[config.mk]
export PLATFORM = sky130hd
export DESIGN_NAME = stepper_position_follower_unit
export DESIGN_NICKNAME = d
export VERILOG_FILES = /design/src/sv/spf_pkg.sv /design/src/sv/stepper_position_follower_unit.sv
export SDC_FILE = /design/constraint.sdc
export NUM_CORES = 1
export LEC_CHECK = 0
export BUFFER_PORTS_ARGS = -buffer_cell sky130_fd_sc_hd__buf_2
export CORE_MARGIN = 10
export CORE_UTILIZATION = 40
export DETAILED_ROUTE_END_ITERATION = 6
export GPL_ROUTABILITY_DRIVEN = 1
export MAX_ROUTING_LAYER = met4
export PLACE_DENSITY_LB_ADDON = 0.25
export SLEW_MARGIN = 20
export SYNTH_ARGS = -nofsm -noshare
export SYNTH_HDL_FRONTEND = slang
export SYNTH_SLANG_ARGS = --single-unit
[constraint.sdc]
create_clock -name clk -period 9.4 [get_ports clk]
set_clock_uncertainty 0.2 [all_clocks]
set_input_delay 1.88 -clock clk [delete_from_list [all_inputs] [get_ports clk]]
set_output_delay 1.88 -clock clk [all_outputs]
set_load 0.02 [all_outputs]
[src/sv/spf_pkg.sv]
// ----------------------------------------------------------------------------
// spf_pkg
// shared types and constants for the stepper position follower
// ----------------------------------------------------------------------------
package spf_pkg;

  localparam int unsigned SAMPLE_W = 10;
  localparam int unsigned PERIOD_W = 16;
  localparam int unsigned CFG_IDX_W = 3;
  localparam int unsigned CFG_DATA_W = 16;

  typedef logic [SAMPLE_W-1:0] sample_t;
  typedef logic [PERIOD_W-1:0] period_t;

  typedef enum logic [1:0] {
    MODE_IDLE = 2'd0,
    MODE_CW   = 2'd1,
    MODE_CCW  = 2'd2
  } mode_t;

  typedef enum logic [CFG_IDX_W-1:0] {
    REG_DEADBAND   = 3'd0,
    REG_PRECISION  = 3'd1,
    REG_CUSHION    = 3'd2,
    REG_RAMP_STEP  = 3'd3,
    REG_BASE_PER   = 3'd4,
    REG_MIN_PER    = 3'd5
  } cfg_reg_t;

  localparam sample_t RST_DEADBAND  = 10'd16;
  localparam sample_t RST_PRECISION = 10'd2;
  localparam sample_t RST_CUSHION   = 10'd30;
  localparam sample_t RST_RAMP_STEP = 10'd1;
  localparam period_t RST_BASE_PER  = 16'd13880;
  localparam period_t RST_MIN_PER   = 16'd1250;
  localparam period_t PERIOD_MAX    = 16'hFFFF;

endpackage

[src/sv/stepper_position_follower_unit.sv]
// ----------------------------------------------------------------------------
// stepper_position_follower_unit
// follows a commanded position with a stepper, one decision per sample pair
// ----------------------------------------------------------------------------
// a request is registered in the input reg, then in the result reg, before result valid
// throughput: one request per cycle while out_stall is low; the result register alone sets the pace
// a stalled result holds the input reg, then stalls the input channel
// reset: synchronous active-low rst_n; mode idle, flags and positions zero,
// step period and config registers at their reset values, no result pending
module stepper_position_follower_unit
  import spf_pkg::*;
(
  input  logic                  clk,
  input  logic                  rst_n,
  input  logic                  in_valid,
  output logic                  in_stall,
  input  logic [SAMPLE_W-1:0]   in_order_sample,
  input  logic [SAMPLE_W-1:0]   in_response_sample,
  output logic                  out_valid,
  input  logic                  out_stall,
  output logic [1:0]            out_motion_state,
  output logic                  out_direction_cw,
  output logic                  out_driver_enabled,
  output logic                  out_step_pulse,
  output logic [PERIOD_W-1:0]   out_pulse_half_period,
  input  logic                  cfg_valid,
  output logic                  cfg_ready,
  input  logic [CFG_IDX_W-1:0]  cfg_index,
  input  logic [CFG_DATA_W-1:0] cfg_data
);

  // config registers
  sample_t deadband_r, precision_r, cushion_r, ramp_step_r;
  period_t base_per_r, min_per_r;

  // input register
  logic    s1_valid_r;
  sample_t s1_order_r, s1_resp_r;

  // follower state
  mode_t   mode_r, mode_nxt;
  logic    near_start_r, near_start_nxt;
  logic    near_end_r, near_end_nxt;
  sample_t start_pos_r, start_pos_nxt;
  sample_t target_pos_r, target_pos_nxt;
  period_t step_period_r, step_period_nxt;

  // result register
  logic    out_valid_r;
  mode_t   out_mode_r;
  logic    out_dir_r, out_en_r, out_pulse_r;
  period_t out_half_r;

  logic    advance, s1_load;
  logic    up, moving;
  sample_t mag, dist_start, dist_end;
  period_t ramp_ext, dec_val, half_nxt;
  logic [PERIOD_W:0] inc_sum;
  logic    dir_nxt, en_nxt, pulse_nxt;

  assign cfg_ready = 1'b1;

  always_ff @(posedge clk) begin
    if (!rst_n) begin
      deadband_r  <= RST_DEADBAND;
      precision_r <= RST_PRECISION;
      cushion_r   <= RST_CUSHION;
      ramp_step_r <= RST_RAMP_STEP;
      base_per_r  <= RST_BASE_PER;
      min_per_r   <= RST_MIN_PER;
    end else if (cfg_valid && cfg_ready) begin
      case (cfg_index)
        REG_DEADBAND:  deadband_r  <= cfg_data[SAMPLE_W-1:0];
        REG_PRECISION: precision_r <= cfg_data[SAMPLE_W-1:0];
        REG_CUSHION:   cushion_r   <= cfg_data[SAMPLE_W-1:0];
        REG_RAMP_STEP: ramp_step_r <= cfg_data[SAMPLE_W-1:0];
        REG_BASE_PER:  base_per_r  <= cfg_data[PERIOD_W-1:0];
        REG_MIN_PER:   min_per_r   <= cfg_data[PERIOD_W-1:0];
        default: ;
      endcase
    end
  end

  // handshake
  assign advance  = s1_valid_r && (!out_valid_r || !out_stall);
  assign s1_load  = !s1_valid_r || advance;
  assign in_stall = !s1_load;

  always_ff @(posedge clk) begin
    if (!rst_n) begin
      s1_valid_r <= 1'b0;
    end else if (s1_load) begin
      s1_valid_r <= in_valid;
    end
  end

  always_ff @(posedge clk) begin
    if (in_valid && s1_load) begin
      s1_order_r <= in_order_sample;
      s1_resp_r  <= in_response_sample;
    end
  end

  // difference and distances
  always_comb begin
    up         = s1_order_r > s1_resp_r;
    mag        = up ? s1_order_r - s1_resp_r : s1_resp_r - s1_order_r;
    moving     = mag > deadband_r;
    dist_start = (s1_resp_r > start_pos_r) ? s1_resp_r - start_pos_r
                                           : start_pos_r - s1_resp_r;
    dist_end   = (s1_resp_r > target_pos_r) ? s1_resp_r - target_pos_r
                                            : target_pos_r - s1_resp_r;
  end

  // next state
  always_comb begin
    mode_nxt       = mode_r;
    near_start_nxt = near_start_r;
    near_end_nxt   = near_end_r;
    start_pos_nxt  = start_pos_r;
    target_pos_nxt = target_pos_r;
    if (moving) begin
      mode_nxt       = up ? MODE_CW : MODE_CCW;
      near_start_nxt = dist_start <= cushion_r;
      near_end_nxt   = dist_end <= cushion_r;
    end else begin
      if (mag <= precision_r) begin
        mode_nxt = MODE_IDLE;
      end
      start_pos_nxt  = s1_resp_r;
      target_pos_nxt = s1_order_r;
    end
  end

  // step period ramp
  always_comb begin
    ramp_ext = {{(PERIOD_W-SAMPLE_W){1'b0}}, ramp_step_r};
    dec_val  = (step_period_r > ramp_ext) ? step_period_r - ramp_ext : '0;
    inc_sum  = {1'b0, step_period_r} + {1'b0, ramp_ext};
    if (mode_nxt == MODE_IDLE) begin
      step_period_nxt = base_per_r;
    end else if (near_start_nxt) begin
      step_period_nxt = dec_val;
    end else if (near_end_nxt) begin
      step_period_nxt = inc_sum[PERIOD_W] ? PERIOD_MAX : inc_sum[PERIOD_W-1:0];
    end else begin
      step_period_nxt = step_period_r;
    end
  end

  // outputs
  always_comb begin
    dir_nxt   = 1'b0;
    en_nxt    = 1'b0;
    pulse_nxt = 1'b0;
    half_nxt  = '0;
    case (mode_nxt)
      MODE_IDLE: ;
      MODE_CW: begin
        dir_nxt   = 1'b1;
        en_nxt    = 1'b1;
        pulse_nxt = 1'b1;
        half_nxt  = (step_period_nxt <= min_per_r) ? base_per_r : step_period_nxt;
      end
      MODE_CCW: begin
        en_nxt    = 1'b1;
        pulse_nxt = 1'b1;
        half_nxt  = (step_period_nxt <= min_per_r) ? base_per_r : step_period_nxt;
      end
      default: ;
    endcase
  end

  always_ff @(posedge clk) begin
    if (!rst_n) begin
      mode_r        <= MODE_IDLE;
      near_start_r  <= 1'b0;
      near_end_r    <= 1'b0;
      start_pos_r   <= '0;
      target_pos_r  <= '0;
      step_period_r <= RST_BASE_PER;
    end else if (advance) begin
      mode_r        <= mode_nxt;
      near_start_r  <= near_start_nxt;
      near_end_r    <= near_end_nxt;
      start_pos_r   <= start_pos_nxt;
      target_pos_r  <= target_pos_nxt;
      step_period_r <= step_period_nxt;
    end
  end

  always_ff @(posedge clk) begin
    if (!rst_n) begin
      out_valid_r <= 1'b0;
    end else if (advance) begin
      out_valid_r <= 1'b1;
    end else if (!out_stall) begin
      out_valid_r <= 1'b0;
    end
  end

  always_ff @(posedge clk) begin
    if (advance) begin
      out_mode_r  <= mode_nxt;
      out_dir_r   <= dir_nxt;
      out_en_r    <= en_nxt;
      out_pulse_r <= pulse_nxt;
      out_half_r  <= half_nxt;
    end
  end

  assign out_valid             = out_valid_r;
  assign out_motion_state      = out_mode_r;
  assign out_direction_cw      = out_dir_r;
  assign out_driver_enabled    = out_en_r;
  assign out_step_pulse        = out_pulse_r;
  assign out_pulse_half_period = out_half_r;

endmodule

==> results.txt <==
outcome: finished, violations left
worst-skew pair later-pin latency: 450 ps
Leak Pwr: 5.24 nW
Hold Slack: 267 ps
width of the die: 188 um
largest net degree at the start of global routing: 99
GP Congestion: 0.935
failing checks: design-rule violations
Ports: 68
Worst setup startpoint: s1_resp_r[1]
GR Util All Layers: 18.9%
Post-synth EDFFs: 40
worst slew pin tran: 954 ps
Cell Rows: 61
Syn Nets: 1554
worst vdd ir: 0.000166 V
routed wire length per instance: 18.3 um
starting density of the core: 40.5%
H-tree depth: 4
Worst Setup Start Kind: flop
top cells by count, synth: 239 x nand2_1, 135 x ha_1, 132 x inv_1
DRC Markers: 2
CP Capture Type: flop
initial antenna violation count: 0
CP Data Required Time: 9390 ps
crit path DAT: 8380 ps
post-synthesis cell area: 11200 um^2
vias in the first global route: 9457
PD cells: 200 nW/um^2
CTS tree: yes
CP max FO: 30
die height: 188 um
number of synthesized register bits: 154
syn_area_per_cell: 8.23 um^2
clock root buffer master: clkbuf_16
Core Region: 27800 um^2
Worst slew margin: 36.4%
CP most frequent cell: nor2_1
Num Clock Sinks: 154
Final setup violation count: 0
Async SR Flop Fraction: 0%
total wire length: 32700 um
placed insts: 1753
R2R Setup Slk: 1000 ps
GRT Residual Overflow: 0
post-route ant nets: 0
filler cell count: 2802
CTS Buf Count: 17
via count: 9581
kind of critical path: reg2reg
Layout area overhead: 10.7%
average via count per standard cell: 5.37
R2R Path Start: s1_resp_r[1]
post-synth top area share: 20.3%
Post-synth top flop: dfxtp_1
synth warn: 0
top post-synthesis cells by area: dfxtp_1 20%, ha_1 15%, edfxtp_1 11%
sequential-to-total area share from yosys stat: 31.0%
first-pass GRT wire length: 52000 um
share of layout cells above drive strength 1: 9.95%
ant diodes: 0
initial DRC count: 714
CP max stage delay: 590 ps
Final Cycle Share: 89.3%
synth unique cells: 76
Port Buffers: 66
Cells after Synth: 1367
CTS max path bufs: 2
min Tclk post-route: 8400 ps
Post-CTS Repair Setup Buffers: 0
CP delay by family, top: compound AO/OA/AOI/OAI gates
Max Slew Vio Count: 0
HPWL after DPL: 25400 um
Slowest cell on crit path: edfxtp_1
CP bufs+invs: 3
Clk pin slew, worst setup/hold paths: 70 ps
final non-filler cell total: 1785
PnR Total Power: 2.50 mW
FMAX: 0.119 GHz
DRT Pass-1 Iters: 7
Nets: 1581
setup TNS: 0 ps
Hold Startpoint: min_per_r[15]
count leader, synth: nand2_1
Worst Hold Class: reg2reg
MaxCap Viol Count: 0
final hold vios: 0
DIE AREA: 35200 um^2
cell taking the most area after synthesis: dfxtp_1
unrepaired setup endpoints after global routing: no
timing repair:
action,CTS,global route
endpoints found under the setup margin,0,15
hold buffers,0,0
gates resized for setup,0,1
where the power goes:
group          switching [mW]  internal (mW)  total [mW]  leakage [nW]
clock                   0.329          0.366       0.695         0.291
combinational           0.629          0.390        1.02          3.64
sequential             0.0385          0.743       0.782          1.31
total                   0.997           1.50        2.50          5.24
worst register-to-register path, delay by kind of cell, from the launching register on:
family | cells | cell delay [ps]
xor+xnor | 1 | 140
flops | 1 | 590
compound gates | 16 | 3860
mux | 1 | 310
buf+inv | 3 | 780
simple gates | 8 | 960
fa+ha+maj | 4 | 1310
stage by stage:
step	setup WS, ps	utilization (%)	cell area [um^2]
after global routing	53.5	44.8	12400
after detailed placement	923	42.7	11900
after global placement	1140	42.7	11900
final	1000	44.8	12400
after floorplan	1860	-	11200
after CTS	855	44.8	12400
cells by family after synthesis:
group	after synthesis	synth area share (%)
muxes	33	3.17
adders and majority gates	143	16.4
and+or+nand+nor	450	17.9
DFF	154	31.0
other	1	0.0333
xor gates and xnor gates	37	2.88
buffers and inverters	200	6.84
AOI/OAI and AO/OA	349	21.8
path summary, 6_finish.rpt:
path | end | cells past startpoint
setup / recovery | out_pulse_half_period[15] | 33
hold / removal | min_per_r[15] | 2
setup reg to reg | out_pulse_half_period[15] | 33
hold reg to reg | min_per_r[15] | 2
sequential cells by signal, indices dropped and copies added (netlist names):
register and count:
near_end_r 1, precision_r 10, min_per_r 16, target_pos_r 10, out_step_pulse 1, cushion_r 10
s1_order_r 10, ramp_step_r 10, s1_valid_r 1, near_start_r 1, base_per_r 16, mode_r 2
s1_resp_r 10, out_valid 1, out_pulse_half_period 16, deadband_r 10, step_period_r 16, out_motion_state 2
out_direction_cw 1, start_pos_r 10
area by class of cell:
| type | instances | area, um^2 | share of cell area [%] |
|---|---|---|---|
| multi-input cells | 1013 | 7010 | 56.3 |
| well taps | 378 | 473 | 3.80 |
| inverters | 133 | 499 | 4.01 |
| repair buffers | 75 | 400 | 3.22 |
| clock inverters | 14 | 133 | 1.07 |
| flip-flops and latches | 154 | 3480 | 28.0 |
| clock buffers | 18 | 450 | 3.62 |
placed cells by master, fill, tap and decap left out, types with 28 or more instances in the layout:
cell / synthesis / layout
a21oi_1: 60 / 59
o21ai_0: 34 / 34
buf_2: 3 / 65
inv_1: 132 / 132
nor3_1: 28 / 28
edfxtp_1: 40 / 40
nand2_1: 239 / 239
nor2_1: 70 / 70
dfxtp_1: 114 / 114
a21boi_0: 74 / 74
a21o_1: 32 / 32
ha_1: 135 / 135
layer usage:
layer / share of wire, % / global-route usage (%) / wire length, um / up-vias
met5: 0 / - / 0 / -
li1: - / - / - / 4806
met2: 49 / 32.0 / 16100 / 251
met4: 2.2 / 6.03 / 709 / 0
met1: 44 / 22.6 / 14400 / 4487
met3: 4.5 / 2.95 / 1470 / 37
(Power assumes the default switching activity.)
